File: src/design/bcmd_pkg.sv
// ----------------------------------------------------------------------------
// bcmd_pkg
// Shared types and constants for the byte command motor drive unit.
// ----------------------------------------------------------------------------
package bcmd_pkg;

  // Motion codes as seen on the result channel
  typedef enum logic [2:0] {
    MOT_STOP  = 3'd0,
    MOT_FWD   = 3'd1,
    MOT_BACK  = 3'd2,
    MOT_LEFT  = 3'd3,
    MOT_RIGHT = 3'd4
  } motion_t;

  // Configuration register indexes
  typedef enum logic [1:0] {
    REG_MAX_DUTY    = 2'd0,
    REG_MIN_DUTY    = 2'd1,
    REG_DUTY_STEP   = 2'd2,
    REG_FAILSAFE_MS = 2'd3
  } reg_idx_t;

  // Item operation codes
  localparam logic OP_BYTE  = 1'b0;
  localparam logic OP_CHECK = 1'b1;

  // Command characters (upper case after folding)
  localparam logic [7:0] CH_F     = 8'h46;
  localparam logic [7:0] CH_B     = 8'h42;
  localparam logic [7:0] CH_L     = 8'h4C;
  localparam logic [7:0] CH_R     = 8'h52;
  localparam logic [7:0] CH_S     = 8'h53;
  localparam logic [7:0] CH_X     = 8'h58;
  localparam logic [7:0] CH_ZERO  = 8'h30;
  localparam logic [7:0] CH_PLUS  = 8'h2B;
  localparam logic [7:0] CH_MINUS = 8'h2D;
  localparam logic [7:0] CH_CR    = 8'h0D;
  localparam logic [7:0] CH_LF    = 8'h0A;
  localparam logic [7:0] CH_SPACE = 8'h20;
  localparam logic [7:0] CH_TAB   = 8'h09;
  localparam logic [7:0] CH_LC_A  = 8'h61;
  localparam logic [7:0] CH_LC_Z  = 8'h7A;
  localparam logic [7:0] CASE_OFS = 8'h20;

  // Duty limits and configuration reset values
  localparam logic [6:0]  DUTY_CAP        = 7'd100;
  localparam logic [6:0]  RST_MAX_DUTY    = 7'd100;
  localparam logic [6:0]  RST_MIN_DUTY    = 7'd10;
  localparam logic [6:0]  RST_DUTY_STEP   = 7'd5;
  localparam logic [15:0] RST_FAILSAFE_MS = 16'd2000;

  // One result item
  typedef struct packed {
    motion_t     motion;
    logic [7:0]  left_drive;
    logic [7:0]  right_drive;
    logic [6:0]  duty;
    logic        changed;
    logic        failsafe_fired;
    logic [31:0] rx_total;
    logic [31:0] error_total;
    logic [31:0] failsafe_total;
  } result_t;

endpackage

File: src/design/byte_command_motor_drive_unit.sv
// ----------------------------------------------------------------------------
// byte_command_motor_drive_unit
// Serial command byte interpreter and failsafe timer for a two-motor drive.
// ----------------------------------------------------------------------------
// Use:
//   Input channel (in_valid/in_ready): either a received command byte
//   (in_operation = 0) or a failsafe check (in_operation = 1), each with
//   the current millisecond time in in_now_ms.
//   Result channel (out_valid/out_ready): one result item per input item,
//   carrying motion, signed left/right drive, duty, flags and the three
//   wrapping counters.
//   Configuration (cfg_we/cfg_index/cfg_wdata): duty limits, duty step and
//   failsafe time; write only while no item is in flight.
// Timing:
//   An item's state update is done in the cycle it is accepted; its result
//   is registered at the same edge, into the skid stage if the output stalls.
//   One item per cycle is taken while in_ready is high (single update pass).
// Reset:
//   rst_n low clears state, counters and config to their reset values and
//   empties the output register and skid stage.
// Stall:
//   A two-entry output (result register plus skid stage) keeps in_ready
//   high while one result waits; in_ready drops only when both are full.
// ----------------------------------------------------------------------------
module byte_command_motor_drive_unit #(
  parameter int unsigned START_DUTY = 20
) (
  input  logic        clk,
  input  logic        rst_n,
  // configuration
  input  logic        cfg_we,
  input  logic [1:0]  cfg_index,
  input  logic [15:0] cfg_wdata,
  // input channel
  input  logic        in_valid,
  output logic        in_ready,
  input  logic        in_operation,
  input  logic [7:0]  in_rx_byte,
  input  logic [31:0] in_now_ms,
  // result channel
  output logic        out_valid,
  input  logic        out_ready,
  output logic [2:0]  out_motion,
  output logic [7:0]  out_left_drive,
  output logic [7:0]  out_right_drive,
  output logic [6:0]  out_duty,
  output logic        out_changed,
  output logic        out_failsafe_fired,
  output logic [31:0] out_rx_total,
  output logic [31:0] out_error_total,
  output logic [31:0] out_failsafe_total
);
  import bcmd_pkg::*;

  // configuration registers
  logic [6:0]  max_duty_r, min_duty_r, duty_step_r;
  logic [15:0] failsafe_ms_r;

  // drive state
  motion_t     motion_r, motion_nxt;
  logic [6:0]  duty_r, duty_nxt;
  logic [31:0] last_cmd_r, last_cmd_nxt;
  logic [7:0]  left_r, left_nxt, right_r, right_nxt;
  logic [31:0] rx_cnt_r, rx_cnt_nxt;
  logic [31:0] err_cnt_r, err_cnt_nxt;
  logic [31:0] fs_cnt_r, fs_cnt_nxt;

  // output register and skid stage
  result_t     out_r, skid_r, res_nxt;
  logic        out_v_r, skid_v_r;

  logic        in_fire, out_fire;
  logic [7:0]  cmd_byte;
  logic [6:0]  hi_lim, lo_lim;
  logic [7:0]  up_sum, lo_sum;
  logic [6:0]  duty_up, duty_dn;
  logic [31:0] age;
  logic        apply, changed, fired;
  motion_t     mot_sel;
  logic [7:0]  pos_d, neg_d;

  assign in_ready = !skid_v_r;
  assign in_fire  = in_valid && in_ready;
  assign out_fire = out_v_r && out_ready;

  // configuration writes
  always_ff @(posedge clk) begin
    if (!rst_n) begin
      max_duty_r    <= RST_MAX_DUTY;
      min_duty_r    <= RST_MIN_DUTY;
      duty_step_r   <= RST_DUTY_STEP;
      failsafe_ms_r <= RST_FAILSAFE_MS;
    end else if (cfg_we) begin
      case (reg_idx_t'(cfg_index))
        REG_MAX_DUTY:    max_duty_r    <= cfg_wdata[6:0];
        REG_MIN_DUTY:    min_duty_r    <= cfg_wdata[6:0];
        REG_DUTY_STEP:   duty_step_r   <= cfg_wdata[6:0];
        REG_FAILSAFE_MS: failsafe_ms_r <= cfg_wdata;
        default: ;
      endcase
    end
  end

  // duty stepping arithmetic, limits capped at full duty
  always_comb begin
    hi_lim  = (max_duty_r > DUTY_CAP) ? DUTY_CAP : max_duty_r;
    lo_lim  = (min_duty_r > DUTY_CAP) ? DUTY_CAP : min_duty_r;
    up_sum  = {1'b0, duty_r} + {1'b0, duty_step_r};
    lo_sum  = {1'b0, lo_lim} + {1'b0, duty_step_r};
    duty_up = (up_sum <= {1'b0, hi_lim}) ? up_sum[6:0] : hi_lim;
    duty_dn = ({1'b0, duty_r} >= lo_sum) ? (duty_r - duty_step_r) : lo_lim;
    age     = in_now_ms - last_cmd_r;
  end

  // command decode and state update for one item
  always_comb begin
    motion_nxt   = motion_r;
    duty_nxt     = duty_r;
    last_cmd_nxt = last_cmd_r;
    left_nxt     = left_r;
    right_nxt    = right_r;
    rx_cnt_nxt   = rx_cnt_r;
    err_cnt_nxt  = err_cnt_r;
    fs_cnt_nxt   = fs_cnt_r;
    apply        = 1'b0;
    changed      = 1'b0;
    fired        = 1'b0;
    mot_sel      = MOT_STOP;

    // fold lower case to upper case
    cmd_byte = in_rx_byte;
    if (in_rx_byte >= CH_LC_A && in_rx_byte <= CH_LC_Z) begin
      cmd_byte = in_rx_byte - CASE_OFS;
    end

    if (in_operation == OP_BYTE) begin
      rx_cnt_nxt = rx_cnt_r + 32'd1;
      case (cmd_byte)
        CH_F: begin
          last_cmd_nxt = in_now_ms; mot_sel = MOT_FWD; apply = 1'b1; changed = 1'b1;
        end
        CH_B: begin
          last_cmd_nxt = in_now_ms; mot_sel = MOT_BACK; apply = 1'b1; changed = 1'b1;
        end
        CH_L: begin
          last_cmd_nxt = in_now_ms; mot_sel = MOT_LEFT; apply = 1'b1; changed = 1'b1;
        end
        CH_R: begin
          last_cmd_nxt = in_now_ms; mot_sel = MOT_RIGHT; apply = 1'b1; changed = 1'b1;
        end
        CH_S, CH_X, CH_ZERO: begin
          mot_sel = MOT_STOP; apply = 1'b1; changed = 1'b1;
        end
        CH_PLUS, CH_MINUS: begin
          duty_nxt = (cmd_byte == CH_PLUS) ? duty_up : duty_dn;
          // reapply current motion at the new duty
          if (motion_r != MOT_STOP) begin
            last_cmd_nxt = in_now_ms;
            mot_sel      = motion_r;
            apply        = 1'b1;
          end
          changed = 1'b1;
        end
        CH_CR, CH_LF, CH_SPACE, CH_TAB: ;
        default: err_cnt_nxt = err_cnt_r + 32'd1;
      endcase
    end else begin
      // failsafe check: stale command while moving forces a stop
      if (motion_r != MOT_STOP && age >= {16'd0, failsafe_ms_r}) begin
        mot_sel    = MOT_STOP;
        apply      = 1'b1;
        fired      = 1'b1;
        changed    = 1'b1;
        fs_cnt_nxt = fs_cnt_r + 32'd1;
      end
    end

    // drive mapping at the (possibly updated) duty
    pos_d = {1'b0, duty_nxt};
    neg_d = 8'd0 - pos_d;
    if (apply) begin
      motion_nxt = mot_sel;
      case (mot_sel)
        MOT_FWD:   begin left_nxt = pos_d; right_nxt = pos_d; end
        MOT_BACK:  begin left_nxt = neg_d; right_nxt = neg_d; end
        MOT_LEFT:  begin left_nxt = neg_d; right_nxt = pos_d; end
        MOT_RIGHT: begin left_nxt = pos_d; right_nxt = neg_d; end
        default:   begin left_nxt = 8'd0;  right_nxt = 8'd0; motion_nxt = MOT_STOP; end
      endcase
    end

    res_nxt.motion         = motion_nxt;
    res_nxt.left_drive     = left_nxt;
    res_nxt.right_drive    = right_nxt;
    res_nxt.duty           = duty_nxt;
    res_nxt.changed        = changed;
    res_nxt.failsafe_fired = fired;
    res_nxt.rx_total       = rx_cnt_nxt;
    res_nxt.error_total    = err_cnt_nxt;
    res_nxt.failsafe_total = fs_cnt_nxt;
  end

  // state registers
  always_ff @(posedge clk) begin
    if (!rst_n) begin
      motion_r   <= MOT_STOP;
      duty_r     <= START_DUTY[6:0];
      last_cmd_r <= 32'd0;
      left_r     <= 8'd0;
      right_r    <= 8'd0;
      rx_cnt_r   <= 32'd0;
      err_cnt_r  <= 32'd0;
      fs_cnt_r   <= 32'd0;
    end else if (in_fire) begin
      motion_r   <= motion_nxt;
      duty_r     <= duty_nxt;
      last_cmd_r <= last_cmd_nxt;
      left_r     <= left_nxt;
      right_r    <= right_nxt;
      rx_cnt_r   <= rx_cnt_nxt;
      err_cnt_r  <= err_cnt_nxt;
      fs_cnt_r   <= fs_cnt_nxt;
    end
  end

  // output register with skid stage
  always_ff @(posedge clk) begin
    if (!rst_n) begin
      out_v_r  <= 1'b0;
      skid_v_r <= 1'b0;
    end else begin
      if (in_fire) begin
        if (out_v_r && !out_ready) begin
          skid_v_r <= 1'b1;
        end else begin
          out_v_r <= 1'b1;
        end
      end else if (out_fire) begin
        out_v_r  <= skid_v_r;
        skid_v_r <= 1'b0;
      end
    end
  end

  always_ff @(posedge clk) begin
    if (in_fire) begin
      if (out_v_r && !out_ready) begin
        skid_r <= res_nxt;
      end else begin
        out_r <= res_nxt;
      end
    end else if (out_fire && skid_v_r) begin
      out_r <= skid_r;
    end
  end

  assign out_valid          = out_v_r;
  assign out_motion         = out_r.motion;
  assign out_left_drive     = out_r.left_drive;
  assign out_right_drive    = out_r.right_drive;
  assign out_duty           = out_r.duty;
  assign out_changed        = out_r.changed;
  assign out_failsafe_fired = out_r.failsafe_fired;
  assign out_rx_total       = out_r.rx_total;
  assign out_error_total    = out_r.error_total;
  assign out_failsafe_total = out_r.failsafe_total;

endmodule

File: config.mk
export PLATFORM = sky130hd
export DESIGN_NAME = byte_command_motor_drive_unit
export DESIGN_NICKNAME = d
export VERILOG_FILES = /design/src/design/bcmd_pkg.sv /design/src/design/byte_command_motor_drive_unit.sv
export SDC_FILE = /design/constraint.sdc
export NUM_CORES = 1
export LEC_CHECK = 0
export ABC_AREA = 1
export BUFFER_PORTS_ARGS = -buffer_cell sky130_fd_sc_hd__buf_2
export CORE_MARGIN = 3
export CORE_UTILIZATION = 65
export DETAILED_ROUTE_END_ITERATION = 12
export GPL_TIMING_DRIVEN = 0
export PLACE_DENSITY = 0.9
export RECOVER_POWER = 100
export SETUP_SLACK_MARGIN = 0.5
export SLEW_MARGIN = 20
export SYNTH_ARGS = -nofsm -noshare
export SYNTH_HDL_FRONTEND = slang
export SYNTH_SLANG_ARGS = --single-unit
File: constraint.sdc
create_clock -name clk -period 31.7 [get_ports clk]
set_clock_uncertainty 0.1 [all_clocks]
set_input_delay 6.34 -clock clk [delete_from_list [all_inputs] [get_ports clk]]
set_output_delay 6.34 -clock clk [all_outputs]
set_load 0.05 [all_outputs]
==> out/results.ini <==
[status]
outcome = finished, violations left
violations = max-capacitance violations, max-slew violations

[synthesis]
yosysTopAreaCell = edfxtp_1
avgSynthCellArea_um2 = 7.89
synth_top_area_share_pct = 31.6
ys_warn_count = 0
synth_edf_count = 248
netlist_area_um2 = 23600
async_flop_share_pct = 0
synth_nets = 3142
synth_seq_cells = 441
yosysSeqAreaShare_pct = 48.0
netlist_instances = 2988
ys_top_cells_by_area = edfxtp_1 (32%), nand2_1 (17%), dfxtp_1 (16%)
yosys.cell_types.count = 59
synth.top_cells.by_count = nand2_1 (1053), inv_1 (368), edfxtp_1 (248)
synthMostInstantiatedCell = nand2_1
synth-main-ff-cell = edfxtp_1

[clocking]
cts_resized = 0
cts_root_buf = clkbuf_16
post-cts-setup-buffers = 0
clock_sinks = 441
cts_hold_buf = 0
clock_latency_ns = 0.60
htreeDepth = 2
cts-buffers-inserted = 45
clockBufferDepth = 3
cts_tree = built
cts.clk_slew.worst_paths_ns = 0.06

[placed_design]
place.gp.congestion = 0.968
post-dp-hpwl_um = 47600
portBuffers = 188
postPlaceCellArea_um2 = 25200

[grt]
antenna_found_initial = 0
grt_pass1_vias = 20900
grt_max_degree = 65
grt_usage_pct = 33.2
grt-ovfl-total = 0
grt_pass1_wl_um = 104000

[die]
dieArea_um2 = 38600
rows = 69
start_util_pct = 66.1
die_w_um = 196
core_um2 = 35700
die_h_um = 196
io_pins = 190

[cells_and_area]
antenna_cells = 0
area_delta_synth_final_pct = 11.3
nFillCells = 2666
nNetsFinal = 3393
final_core_util_pct = 73.6
drive_above_1_share_pct = 5.01
stdcell_area_um2 = 26200

[sta]
setup_tns_ns = 0
setup_violations = 0
rsz0062_at_grt = no
report.final.slew_viol_count = 128
min_period_over_period_pct = 37.4
relSlewSlack_pct = -154
max_freq_ghz = 0.0842
hold_viol = 0
period_minus_slack_ns = 11.87
worst_slew_pin_slew_ns = 3.81

[worst_setup_path]
worstPathArrival_ns = 11.53
cp.required_ns = 31.36
criticalPathCategory = in -> reg
worstPathMaxFanout = 64
reg2reg_depth = 7
endpoint_kind = register
start_kind = primary input

[power_and_ir_drop]
p_total_mw = 1.39
p_leak_nw = 11.3
powerDensity_nw_per_um2 = 52.9
vdd_drop_max_v = 0.0000430

[drt]
ant_nets = 0
drcViolationCount = 0
wl_per_cell_um = 17.4
vias = 21400
wl_um = 64900
firstDrtPassIters = 6
dr.first_iter.drc_count = 2056
avgViaCountPerCell = 5.72

[job]
maxCapViolations = 2

[worst_hold_path]
min_path_cells = 2
hp-class = reg -> reg

-- critical path, stage by stage --
cell	delay [ns]
buf_2	0.09
nand2_1	0.13
nor3_1	0.82
a21oi_1	0.12
o21ai_0	0.16
clkinvlp_2	1.92
clkbuf_1	1.85
-- path summary, 6_finish.rpt --
path / startpoint / end / slack (ns)
worst min register to register: last_cmd_r[0]$_SDFFE_PN0P_ / last_cmd_r[0]$_SDFFE_PN0P_ / 0.35
worst max register to register: skid_v_r$_SDFFE_PN0P_ / out_rx_total[23]$_DFFE_PP_ / 25.26
worst max-delay path: in_valid / out_rx_total[23]$_DFFE_PP_ / 19.83
worst min-delay path: last_cmd_r[0]$_SDFFE_PN0P_ / last_cmd_r[0]$_SDFFE_PN0P_ / 0.35
-- flip-flops by register name (all words and copies together), names as in the netlist, 8 cells and up --
signal,flops
rx_cnt_r,32
out_right_drive,8
last_cmd_r,32
out_left_drive,8
failsafe_ms_r,16
right_r,8
left_r,8
out_failsafe_total,32
out_rx_total,32
err_cnt_r,32
fs_cnt_r,32
skid_r,124
out_error_total,32
-- area by class of cell --
type | instances | area (um^2) | area share [%]
plain buffers | 84 | 323 | 1.23
clock buffers | 59 | 1220 | 4.65
clock inverters | 24 | 322 | 1.23
inverters | 380 | 1430 | 5.45
multi-input cells | 2083 | 10200 | 38.9
flip-flops and latches | 441 | 11300 | 43.1
well taps | 461 | 577 | 2.20
repair buffers | 204 | 838 | 3.20
-- logic make-up after synthesis --
| family | share of synthesized area [%] |
|---|---|
| AND/OR/NAND/NOR | 27.8 |
| adder cells (fa/ha/maj) | 4.91 |
| AO/OA/AOI/OAI | 8.28 |
| buffers and inverters | 7.67 |
| flip-flops | 48.0 |
| XOR/XNOR | 3.34 |
-- through the flow --
step	instances	hold WS, ns	worst slack, ns
3_5_place_dp	3653	0.346	21.09
3_3_place_gp	3637	0.339	8.71
5_1_grt	3736	0.370	19.23
2_1_floorplan	2988	0.327	14.08
4_1_cts	3736	0.355	21.72
6_report	3736	0.352	19.83
-- cells in the final DEF, fill, tap and decap left out, types with 3 or more instances in the layout --
| cell | count |
|---|---|
| xnor2_1 | 19 |
| nand3_1 | 168 |
| and2_1 | 7 |
| clkinv_2 | 5 |
| edfxtp_1 | 248 |
| nand2_1 | 1063 |
| ha_1 | 86 |
| o21ai_0 | 104 |
| nand4_1 | 45 |
| inv_1 | 374 |
| nor3_1 | 41 |
| a22oi_1 | 3 |
| clkbuf_1 | 230 |
| and2_0 | 13 |
| buf_1 | 7 |
| nor3_2 | 4 |
| inv_2 | 3 |
| a21o_1 | 4 |
| xor2_1 | 61 |
| nor4_1 | 11 |
| o211ai_1 | 11 |
| nand3b_1 | 8 |
| nand2_2 | 8 |
| nor2_1 | 168 |
| buf_2 | 61 |
| nor2_2 | 5 |
| fa_1 | 4 |
| bufinv_16 | 7 |
| a21oi_1 | 220 |
| clkbuf_16 | 46 |
| clkinv_1 | 8 |
| a31oi_1 | 3 |
| or2_2 | 3 |
| dfxtp_1 | 193 |
-- where the power goes --
part	total (mW)	switching, mW	internal (mW)	leakage, nW
clock	0.557	0.227	0.330	0.745
combinational	0.193	0.149	0.0445	6.65
sequential	0.637	0.00881	0.629	3.93
total	1.39	0.385	1.00	11.3
-- per-layer routing --
metal / global-route usage (%) / wire [um] / part of all wire, % / vias to the layer above
met4: 14.9 / 3060 / 4.7 / 0
met5: 0 / 0 / 0 / -
li1: - / - / - / 10200
met3: 6.10 / 5370 / 8.3 / 225
met1: 39.8 / 24500 / 38 / 9854
met2: 58.6 / 32000 / 49 / 1099
(Power assumes the default switching activity.)
